==> src/rtl/core/eqb_pkg.sv <==
// Shared types, widths, coefficients and microcode fields of the stereo three-band equalizer.
package eqb_pkg;

  localparam int CHANNELS   = 2;
  localparam int CH_W       = 1;
  localparam int SAMP_W     = 16;
  localparam int GAIN_W     = 10;
  localparam int Y_W        = 24;
  localparam int Y_FRAC     = 6;
  localparam int COEF_FRAC_BITS = 22;
  localparam int COEF_W     = COEF_FRAC_BITS + 2;
  localparam int COEF_SHIFT = 30 - COEF_FRAC_BITS;
  localparam int OUT_SHIFT  = Y_FRAC + 16;
  localparam int MID_W      = Y_W + 2;
  localparam int A_W        = 40;
  localparam int B_W        = COEF_W;
  localparam int P_W        = A_W + B_W;
  localparam int ACC_W      = 64;
  localparam int STEP_W     = 5;
  localparam int N_STEPS    = 18;

  // Coefficients are given with 30 fraction bits and rounded half up to the working format.
  function automatic longint coef_round(input longint c30);
    longint half;
    half = 64'sd0;
    if (COEF_SHIFT == 0) begin
      return c30;
    end
    half = 64'sd1 <<< (COEF_SHIFT - 1);
    return (c30 + half) >>> COEF_SHIFT;
  endfunction

  // Order: a0, a1, a2, b1, b2.
  localparam logic signed [COEF_W-1:0] LP_COEF [5] = '{
    COEF_W'(coef_round(64'sd4042638)),
    COEF_W'(coef_round(64'sd8084202)),
    COEF_W'(coef_round(64'sd4042638)),
    COEF_W'(coef_round(-64'sd1953234088)),
    COEF_W'(coef_round(64'sd895660669))
  };
  localparam logic signed [COEF_W-1:0] HP_COEF [5] = '{
    COEF_W'(coef_round(64'sd715797102)),
    COEF_W'(coef_round(-64'sd1431594204)),
    COEF_W'(coef_round(64'sd715797102)),
    COEF_W'(coef_round(-64'sd1308758139)),
    COEF_W'(coef_round(64'sd480689519))
  };

  typedef enum logic [1:0] {
    REG_LOW_GAIN    = 2'd0,
    REG_MID_GAIN    = 2'd1,
    REG_HIGH_GAIN   = 2'd2,
    REG_MASTER_GAIN = 2'd3
  } reg_idx_t;

  typedef enum logic [3:0] {
    A_X, A_X1, A_X2, A_LP1, A_LP2, A_HP1, A_HP2, A_LO, A_MID, A_HI, A_ACC
  } a_sel_t;

  typedef enum logic [3:0] {
    B_LP0, B_LP1, B_LP2, B_LP3, B_LP4,
    B_HP0, B_HP1, B_HP2, B_HP3, B_HP4,
    B_LG, B_MG, B_HG, B_MASTER
  } b_sel_t;

  typedef enum logic [1:0] {ACC_HOLD, ACC_LOAD, ACC_ADD, ACC_SUB} acc_op_t;

  typedef enum logic [1:0] {LAT_NONE, LAT_LO, LAT_HI, LAT_OUT} latch_t;

  typedef struct packed {
    a_sel_t  a_sel;
    b_sel_t  b_sel;
    acc_op_t acc_op;
    latch_t  latch;
    logic    last;
  } ctrl_t;

  localparam ctrl_t CTRL_NOP = '{A_X, B_LP0, ACC_HOLD, LAT_NONE, 1'b0};

  typedef struct packed {
    logic [GAIN_W-1:0] low;
    logic [GAIN_W-1:0] mid;
    logic [GAIN_W-1:0] high;
    logic [GAIN_W-1:0] master;
  } gains_t;

  typedef struct packed {
    logic signed [SAMP_W-1:0] left;
    logic signed [SAMP_W-1:0] right;
    logic                     clip;
  } eqb_result_t;

endpackage

==> src/rtl/core/eqb_ucode_rom.sv <==
// Microprogram table: one control word per step of a channel's computation.
module eqb_ucode_rom
  import eqb_pkg::*;
(
  input  logic [STEP_W-1:0] step,
  output ctrl_t             ctrl
);

  // The accumulate field acts on the product issued by the previous step.
  always_comb begin
    unique case (step)
      5'd0:  ctrl = '{A_X,   B_LP0,    ACC_HOLD, LAT_NONE, 1'b0};
      5'd1:  ctrl = '{A_X1,  B_LP1,    ACC_LOAD, LAT_NONE, 1'b0};
      5'd2:  ctrl = '{A_X2,  B_LP2,    ACC_ADD,  LAT_NONE, 1'b0};
      5'd3:  ctrl = '{A_LP1, B_LP3,    ACC_ADD,  LAT_NONE, 1'b0};
      5'd4:  ctrl = '{A_LP2, B_LP4,    ACC_SUB,  LAT_NONE, 1'b0};
      5'd5:  ctrl = '{A_X,   B_HP0,    ACC_SUB,  LAT_NONE, 1'b0};
      5'd6:  ctrl = '{A_X1,  B_HP1,    ACC_LOAD, LAT_LO,   1'b0};
      5'd7:  ctrl = '{A_X2,  B_HP2,    ACC_ADD,  LAT_NONE, 1'b0};
      5'd8:  ctrl = '{A_HP1, B_HP3,    ACC_ADD,  LAT_NONE, 1'b0};
      5'd9:  ctrl = '{A_HP2, B_HP4,    ACC_SUB,  LAT_NONE, 1'b0};
      5'd10: ctrl = '{A_LO,  B_LG,     ACC_SUB,  LAT_NONE, 1'b0};
      5'd11: ctrl = '{A_X,   B_LP0,    ACC_LOAD, LAT_HI,   1'b0};
      5'd12: ctrl = '{A_MID, B_MG,     ACC_HOLD, LAT_NONE, 1'b0};
      5'd13: ctrl = '{A_HI,  B_HG,     ACC_ADD,  LAT_NONE, 1'b0};
      5'd14: ctrl = '{A_X,   B_LP0,    ACC_ADD,  LAT_NONE, 1'b0};
      5'd15: ctrl = '{A_ACC, B_MASTER, ACC_HOLD, LAT_NONE, 1'b0};
      5'd16: ctrl = '{A_X,   B_LP0,    ACC_LOAD, LAT_NONE, 1'b0};
      5'd17: ctrl = '{A_X,   B_LP0,    ACC_HOLD, LAT_OUT,  1'b1};
      default: ctrl = CTRL_NOP;
    endcase
  end

endmodule

==> src/rtl/core/eqb_datapath.sv <==
// Shared multiplier, accumulator, filter history and result registers of the equalizer.
module eqb_datapath
  import eqb_pkg::*;
(
  input  logic              clk,
  input  logic              rst_n,
  input  logic              load,
  input  logic [2*SAMP_W-1:0] samples,
  input  logic [CH_W-1:0]   ch,
  input  ctrl_t             ctrl,
  input  gains_t            gains,
  output eqb_result_t       result
);

  localparam logic signed [ACC_W-1:0] F_HALF = ACC_W'(1) <<< (COEF_FRAC_BITS - 1);
  localparam logic signed [ACC_W-1:0] O_HALF = ACC_W'(1) <<< (OUT_SHIFT - 1);
  localparam logic signed [ACC_W-1:0] Y_MAX  = ACC_W'((64'sd1 <<< (Y_W - 1)) - 64'sd1);
  localparam logic signed [ACC_W-1:0] Y_MIN  = -(ACC_W'(1) <<< (Y_W - 1));
  localparam logic signed [ACC_W-1:0] S_MAX  = ACC_W'((64'sd1 <<< (SAMP_W - 1)) - 64'sd1);
  localparam logic signed [ACC_W-1:0] S_MIN  = -(ACC_W'(1) <<< (SAMP_W - 1));

  logic signed [SAMP_W-1:0] samp_r [CHANNELS];
  logic signed [SAMP_W-1:0] x1_r   [CHANNELS];
  logic signed [SAMP_W-1:0] x2_r   [CHANNELS];
  logic signed [Y_W-1:0]    lp1_r  [CHANNELS];
  logic signed [Y_W-1:0]    lp2_r  [CHANNELS];
  logic signed [Y_W-1:0]    hp1_r  [CHANNELS];
  logic signed [Y_W-1:0]    hp2_r  [CHANNELS];
  logic signed [Y_W-1:0]    lo_r, hi_r;
  logic signed [P_W-1:0]    prod_r;
  logic signed [ACC_W-1:0]  acc_r;
  logic signed [SAMP_W-1:0] res_r  [CHANNELS];
  logic                     clip_r;

  logic signed [SAMP_W-1:0] x_cur;
  logic signed [MID_W-1:0]  x64, mid;
  logic signed [A_W-1:0]    op_a;
  logic signed [B_W-1:0]    op_b;
  logic signed [ACC_W-1:0]  prod_ext;
  logic signed [ACC_W-1:0]  f_shr, o_shr;
  logic signed [Y_W-1:0]    y_filt;
  logic signed [SAMP_W-1:0] y_out;
  logic                     o_clip;

  assign x_cur = samp_r[ch];
  assign x64   = MID_W'(x_cur) <<< Y_FRAC;
  assign mid   = x64 - MID_W'(lo_r) - MID_W'(hi_r);

  always_comb begin
    unique case (ctrl.a_sel)
      A_X:     op_a = A_W'(x64);
      A_X1:    op_a = A_W'(x1_r[ch]) <<< Y_FRAC;
      A_X2:    op_a = A_W'(x2_r[ch]) <<< Y_FRAC;
      A_LP1:   op_a = A_W'(lp1_r[ch]);
      A_LP2:   op_a = A_W'(lp2_r[ch]);
      A_HP1:   op_a = A_W'(hp1_r[ch]);
      A_HP2:   op_a = A_W'(hp2_r[ch]);
      A_LO:    op_a = A_W'(lo_r);
      A_MID:   op_a = A_W'(mid);
      A_HI:    op_a = A_W'(hi_r);
      A_ACC:   op_a = A_W'(acc_r);
      default: op_a = '0;
    endcase
  end

  always_comb begin
    unique case (ctrl.b_sel)
      B_LP0:    op_b = LP_COEF[0];
      B_LP1:    op_b = LP_COEF[1];
      B_LP2:    op_b = LP_COEF[2];
      B_LP3:    op_b = LP_COEF[3];
      B_LP4:    op_b = LP_COEF[4];
      B_HP0:    op_b = HP_COEF[0];
      B_HP1:    op_b = HP_COEF[1];
      B_HP2:    op_b = HP_COEF[2];
      B_HP3:    op_b = HP_COEF[3];
      B_HP4:    op_b = HP_COEF[4];
      B_LG:     op_b = $signed({{(B_W-GAIN_W){1'b0}}, gains.low});
      B_MG:     op_b = $signed({{(B_W-GAIN_W){1'b0}}, gains.mid});
      B_HG:     op_b = $signed({{(B_W-GAIN_W){1'b0}}, gains.high});
      B_MASTER: op_b = $signed({{(B_W-GAIN_W){1'b0}}, gains.master});
      default:  op_b = '0;
    endcase
  end

  assign prod_ext = ACC_W'(prod_r);

  // Filter output: round half up to Q.6 and saturate to 24 bits.
  assign f_shr = (acc_r + F_HALF) >>> COEF_FRAC_BITS;
  always_comb begin
    priority if (f_shr > Y_MAX) begin
      y_filt = Y_MAX[Y_W-1:0];
    end else if (f_shr < Y_MIN) begin
      y_filt = Y_MIN[Y_W-1:0];
    end else begin
      y_filt = f_shr[Y_W-1:0];
    end
  end

  // Final sample: round half up to an integer and saturate to 16 bits.
  assign o_shr = (acc_r + O_HALF) >>> OUT_SHIFT;
  always_comb begin
    priority if (o_shr > S_MAX) begin
      y_out  = S_MAX[SAMP_W-1:0];
      o_clip = 1'b1;
    end else if (o_shr < S_MIN) begin
      y_out  = S_MIN[SAMP_W-1:0];
      o_clip = 1'b1;
    end else begin
      y_out  = o_shr[SAMP_W-1:0];
      o_clip = 1'b0;
    end
  end

  always_ff @(posedge clk) begin
    prod_r <= op_a * op_b;
    unique case (ctrl.acc_op)
      ACC_HOLD: acc_r <= acc_r;
      ACC_LOAD: acc_r <= prod_ext;
      ACC_ADD:  acc_r <= acc_r + prod_ext;
      ACC_SUB:  acc_r <= acc_r - prod_ext;
      default:  acc_r <= acc_r;
    endcase
    if (load) begin
      samp_r[0] <= samples[SAMP_W-1:0];
      samp_r[1] <= samples[2*SAMP_W-1:SAMP_W];
    end
    if (ctrl.latch == LAT_LO) begin
      lo_r <= y_filt;
    end
    if (ctrl.latch == LAT_HI) begin
      hi_r <= y_filt;
    end
    if (ctrl.latch == LAT_OUT) begin
      res_r[ch] <= y_out;
    end
  end

  always_ff @(posedge clk) begin
    if (!rst_n) begin
      clip_r <= 1'b0;
      for (int i = 0; i < CHANNELS; i++) begin
        x1_r[i]  <= '0;
        x2_r[i]  <= '0;
        lp1_r[i] <= '0;
        lp2_r[i] <= '0;
        hp1_r[i] <= '0;
        hp2_r[i] <= '0;
      end
    end else begin
      if (load) begin
        clip_r <= 1'b0;
      end else if (ctrl.latch == LAT_OUT) begin
        clip_r   <= clip_r | o_clip;
        x2_r[ch]  <= x1_r[ch];
        x1_r[ch]  <= x_cur;
        lp2_r[ch] <= lp1_r[ch];
        lp1_r[ch] <= lo_r;
        hp2_r[ch] <= hp1_r[ch];
        hp1_r[ch] <= hi_r;
      end
    end
  end

  assign result = '{res_r[0], res_r[1], clip_r};

endmodule

==> src/rtl/core/stereo_three_band_equalizer.sv <==
// Top level of the stereo three-band equalizer: sequencer, gain registers and stream ports.
// A frame is taken only while the sequencer is idle; a microprogram of 18 steps per channel runs
// both channels through a single shared multiplier and accumulator.
// Reset (rst_n low, synchronous) clears filter history, the sequencer and the output valid,
// and sets all four gains to 128.
module stereo_three_band_equalizer
  import eqb_pkg::*;
(
  input  logic                clk,
  input  logic                rst_n,
  input  logic                in_tvalid,
  output logic                in_tready,
  input  logic [2*SAMP_W-1:0] in_tdata,   // [15:0] left_sample, [31:16] right_sample
  output logic                out_tvalid,
  input  logic                out_tready,
  output logic [2*SAMP_W-1:0] out_tdata,  // [15:0] left_out, [31:16] right_out
  output logic                out_tuser,  // [0] clipped
  input  logic                cfg_valid,
  output logic                cfg_ready,
  input  logic [1:0]          cfg_index,
  input  logic [GAIN_W-1:0]   cfg_data
);

  typedef enum logic [1:0] {ST_IDLE, ST_RUN, ST_DONE} state_t;

  state_t              state_r;
  logic [STEP_W-1:0]   step_r;
  logic [CH_W-1:0]     ch_r;
  gains_t              gains_r;
  logic                out_tvalid_r;
  logic [2*SAMP_W-1:0] out_tdata_r;
  logic                out_tuser_r;

  ctrl_t       rom_word, ctrl;
  eqb_result_t result;
  logic        in_accept, out_free;

  assign in_tready = (state_r == ST_IDLE);
  assign in_accept = in_tvalid && in_tready;
  assign out_free  = !out_tvalid_r || out_tready;
  assign cfg_ready = 1'b1;

  assign out_tvalid = out_tvalid_r;
  assign out_tdata  = out_tdata_r;
  assign out_tuser  = out_tuser_r;

  eqb_ucode_rom u_rom (
    .step (step_r),
    .ctrl (rom_word)
  );

  assign ctrl = (state_r == ST_RUN) ? rom_word : CTRL_NOP;

  eqb_datapath u_dp (
    .clk     (clk),
    .rst_n   (rst_n),
    .load    (in_accept),
    .samples (in_tdata),
    .ch      (ch_r),
    .ctrl    (ctrl),
    .gains   (gains_r),
    .result  (result)
  );

  always_ff @(posedge clk) begin
    if (!rst_n) begin
      gains_r <= '{10'd128, 10'd128, 10'd128, 10'd128};
    end else if (cfg_valid && cfg_ready) begin
      unique case (reg_idx_t'(cfg_index))
        REG_LOW_GAIN:    gains_r.low    <= cfg_data;
        REG_MID_GAIN:    gains_r.mid    <= cfg_data;
        REG_HIGH_GAIN:   gains_r.high   <= cfg_data;
        REG_MASTER_GAIN: gains_r.master <= cfg_data;
        default:         gains_r        <= gains_r;
      endcase
    end
  end

  always_ff @(posedge clk) begin
    if (!rst_n) begin
      state_r      <= ST_IDLE;
      step_r       <= '0;
      ch_r         <= '0;
      out_tvalid_r <= 1'b0;
    end else begin
      // A finishing frame reloads the output register in the cycle its beat leaves.
      if (out_tvalid_r && out_tready && state_r != ST_DONE) begin
        out_tvalid_r <= 1'b0;
      end
      unique case (state_r)
        ST_IDLE: begin
          if (in_accept) begin
            state_r <= ST_RUN;
            step_r  <= '0;
            ch_r    <= '0;
          end
        end
        ST_RUN: begin
          // End of a channel's program: loop back for the right channel, else finish.
          if (rom_word.last) begin
            step_r <= '0;
            if (ch_r == CH_W'(CHANNELS - 1)) begin
              state_r <= ST_DONE;
            end else begin
              ch_r <= ch_r + 1'b1;
            end
          end else begin
            step_r <= step_r + 1'b1;
          end
        end
        ST_DONE: begin
          if (out_free) begin
            out_tvalid_r <= 1'b1;
            out_tdata_r  <= {result.right, result.left};
            out_tuser_r  <= result.clip;
            state_r      <= ST_IDLE;
          end
        end
        default: state_r <= ST_IDLE;
      endcase
    end
  end

  a_start: assert property (@(posedge clk) disable iff (!rst_n)
    in_accept |=> (state_r == ST_RUN) && (step_r == '0) && (ch_r == '0))
    else $error("sequencer did not start at the first step of the left channel");

  a_step_range: assert property (@(posedge clk) disable iff (!rst_n)
    (state_r == ST_RUN) |-> (step_r < STEP_W'(N_STEPS)))
    else $error("step counter ran past the microprogram");

  a_finish: assert property (@(posedge clk) disable iff (!rst_n)
    (state_r == ST_RUN && rom_word.last && ch_r == CH_W'(CHANNELS - 1)) |=>
      (state_r == ST_DONE))
    else $error("sequencer did not finish after the right channel");

  a_out_src: assert property (@(posedge clk) disable iff (!rst_n)
    $rose(out_tvalid_r) |-> ($past(state_r) == ST_DONE))
    else $error("result beat raised outside the finishing state");

endmodule

==> config.mk <==
export PLATFORM = sky130hd
export DESIGN_NAME = stereo_three_band_equalizer
export DESIGN_NICKNAME = d
export VERILOG_FILES = /design/src/rtl/core/eqb_pkg.sv /design/src/rtl/core/eqb_ucode_rom.sv /design/src/rtl/core/eqb_datapath.sv /design/src/rtl/core/stereo_three_band_equalizer.sv
export SDC_FILE = /design/constraint.sdc
export NUM_CORES = 2
export LEC_CHECK = 0
export BUFFER_PORTS_ARGS = -buffer_cell sky130_fd_sc_hd__buf_2
export CORE_ASPECT_RATIO = 0.75
export CORE_MARGIN = 2
export CORE_UTILIZATION = 38
export CTS_CLUSTER_DIAMETER = 120
export CTS_CLUSTER_SIZE = 24
export DETAILED_ROUTE_END_ITERATION = 12
export PLACE_DENSITY = 0.62
export SKIP_CTS_REPAIR_TIMING = 1
export SLEW_MARGIN = 20
export SYNTH_ARGS = -nofsm -noshare
export SYNTH_HDL_FRONTEND = slang
export SYNTH_HIERARCHICAL = 1
export SYNTH_SLANG_ARGS = --single-unit
==> constraint.sdc <==
create_clock -name clk -period 13.6 [get_ports clk]
set_input_delay 1.36 -clock clk [delete_from_list [all_inputs] [get_ports clk]]
set_output_delay 1.36 -clock clk [all_outputs]
set_load 0.1 [all_outputs]
==> results.cfg <==
[outcome]
outcome = complete, no violations

[timing]
fin_setup_tns_ps = 0
layout_setup_ws_ps = 1250
max-slew-margin-rel_pct = 19.8
setup_violations = 0
max_freq_ghz = 0.0810
period_needed_ps = 12350
tightest_slew_ps = 1200
rsz0062_at_grt = false
skew_ps = 61.0
period_share_pct = 90.8
hold_viol_final = 0
report.final.slew_viol_count = 0

[worst_setup_path]
r2r_end = u_dp/prod_ext[55]
cpMostUsedCell = fa_1
cpPeakStageDelay_ps = 790
worstPathRequired_ps = 14110
cp_slowest_cell = dfxtp_4
critPathLaunch = ch_r
crit_end = u_dp/prod_ext[55]
r2r-start = ch_r
reg2reg_slack_ps = 1250
start_kind = flop
reg2reg_depth = 38
cp.arrival_ps = 12860
worstSetupEndpointType = flop
critical_path_peak_fanout = 48
critPathKind = flop to flop

[placement]
io_buffers = 83
pre_cts_ws_ps = 1400
place.gp.congestion = 0.973
dp_hpwl_um = 150000
dp_cells = 8820

[floorplan]
start_util_pct = 38.2
fp.dieW_um = 478
dieArea_sq_um = 172000
row_count = 130
coreArea_sq_um = 167000
pin_count = 85
fp.dieH_um = 359

[cts]
htree_levels = 1
cts-root-buf = clkbuf_16
clock_sinks = 579
ctsLongestPathBuffers = 3
cts.clk_slew.worst_paths_ps = 110
insertion_delay_ps = 680
cts_buffers = 30
cts_tree = built

[job]
drv_cap = 0

[detailed_routing]
first_pass_iters = 6
drt_iter0_markers = 4832
ant_nets = 0
drt-vias-per-instance = 5.45
wl_um = 193000
drc_errors = 0
vias = 48400
wire_per_inst_um = 21.7

[global_route]
grt_max_degree = 90
gr-total-overflow = 0
grt_pass1_vias = 48500
grt_util_all_layers_pct = 22.3
antenna_found_initial = 2
grt_pass1_wl_um = 300000

[logic_synthesis]
synthCells = 6719
syn_nets = 8015
syn_area_sq_um = 64000
yosys_warnings = 6
syn_avg_cell_area_sq_um = 9.52

[finish]
area_growth_pct = 6.26
layout.cells.non_filler = 8877
drive_gt1_share_pct = 5.96
ff_latch_area_sq_um = 16200
multi_input_area_sq_um = 42300
final_common_cell = inv_1
final_cell_mix = inv_1, fa_1, nand2_1, nor2_1, edfxtp_1
num-fill-cells = 16400
layout.nets = 7904

[hold_path]
hp-class = flop to flop
[registers in the layout, summed over array words and instances (netlist names), 40 cells and up]
| signal | flops |
|---|---|
| u_dp/acc_r | 64 |
| u_dp/prod_ext | 64 |
| gains_r | 40 |
| u_dp/lp2_r | 48 |
| u_dp/lp1_r | 48 |
| u_dp/hp2_r | 48 |
| u_dp/hp1_r | 48 |
[how the worst min path moves through the flow]
stage,start,endpoint,slack (ps),cells past startpoint
floorplan,u_dp/res_r[0][0],out_tdata[0],400,0
global placement,u_dp/res_r[1][13],out_tdata[29],400,0
detailed placement,u_dp/res_r[0][7],out_tdata[7],400,0
CTS,u_dp/res_r[0][3],out_tdata[3],430,0
global route,u_dp/res_r[1][3],out_tdata[19],430,0
finish,u_dp/res_r[0][3],out_tdata[3],430,0
[cell type report]
type                    instances  area share (%)
multi-input cells            4631            62.3
flip-flops and latches        579            23.9
inverters                    1171            6.47
well taps                    2244            4.13
repair buffers                195            1.87
clock buffers                  50            1.21
clock inverters                 6           0.138
diodes                          1         0.00368
[critical path, delay by kind of cell, from the launching register on]
family / cells / cell delay [ps]
xor+xnor: 1 / 180
buf+inv: 8 / 1110
simple gates: 7 / 1580
mux: 1 / 420
flops: 1 / 790
compound gates: 11 / 3180
fa+ha+maj: 10 / 4880
[routing by layer]
layer / up-vias / routed length, um / global-route usage, %
li1: 21400 / - / -
met1: 24700 / 88000 / 34.1
met2: 2124 / 81800 / 32.5
met3: 212 / 19500 / 5.11
met4: 2 / 3410 / 3.46
met5: - / 73 / 0
[per-stage QoR]
| stage | hold WS, ps | instance area (sq um) | utilization [%] |
|---|---|---|---|
| 5_1_grt | 431 | 68000 | 40.6 |
| 3_5_place_dp | 405 | 67100 | 40.1 |
| 3_3_place_gp | 403 | 67100 | 40.1 |
| 6_report | 425 | 68000 | 40.6 |
| 4_1_cts | 427 | 68000 | 40.6 |
| 2_1_floorplan | 400 | 64000 | - |
Power is not shown: default switching activity piles up to over one toggle a cycle in this logic, so the estimate is an artifact.
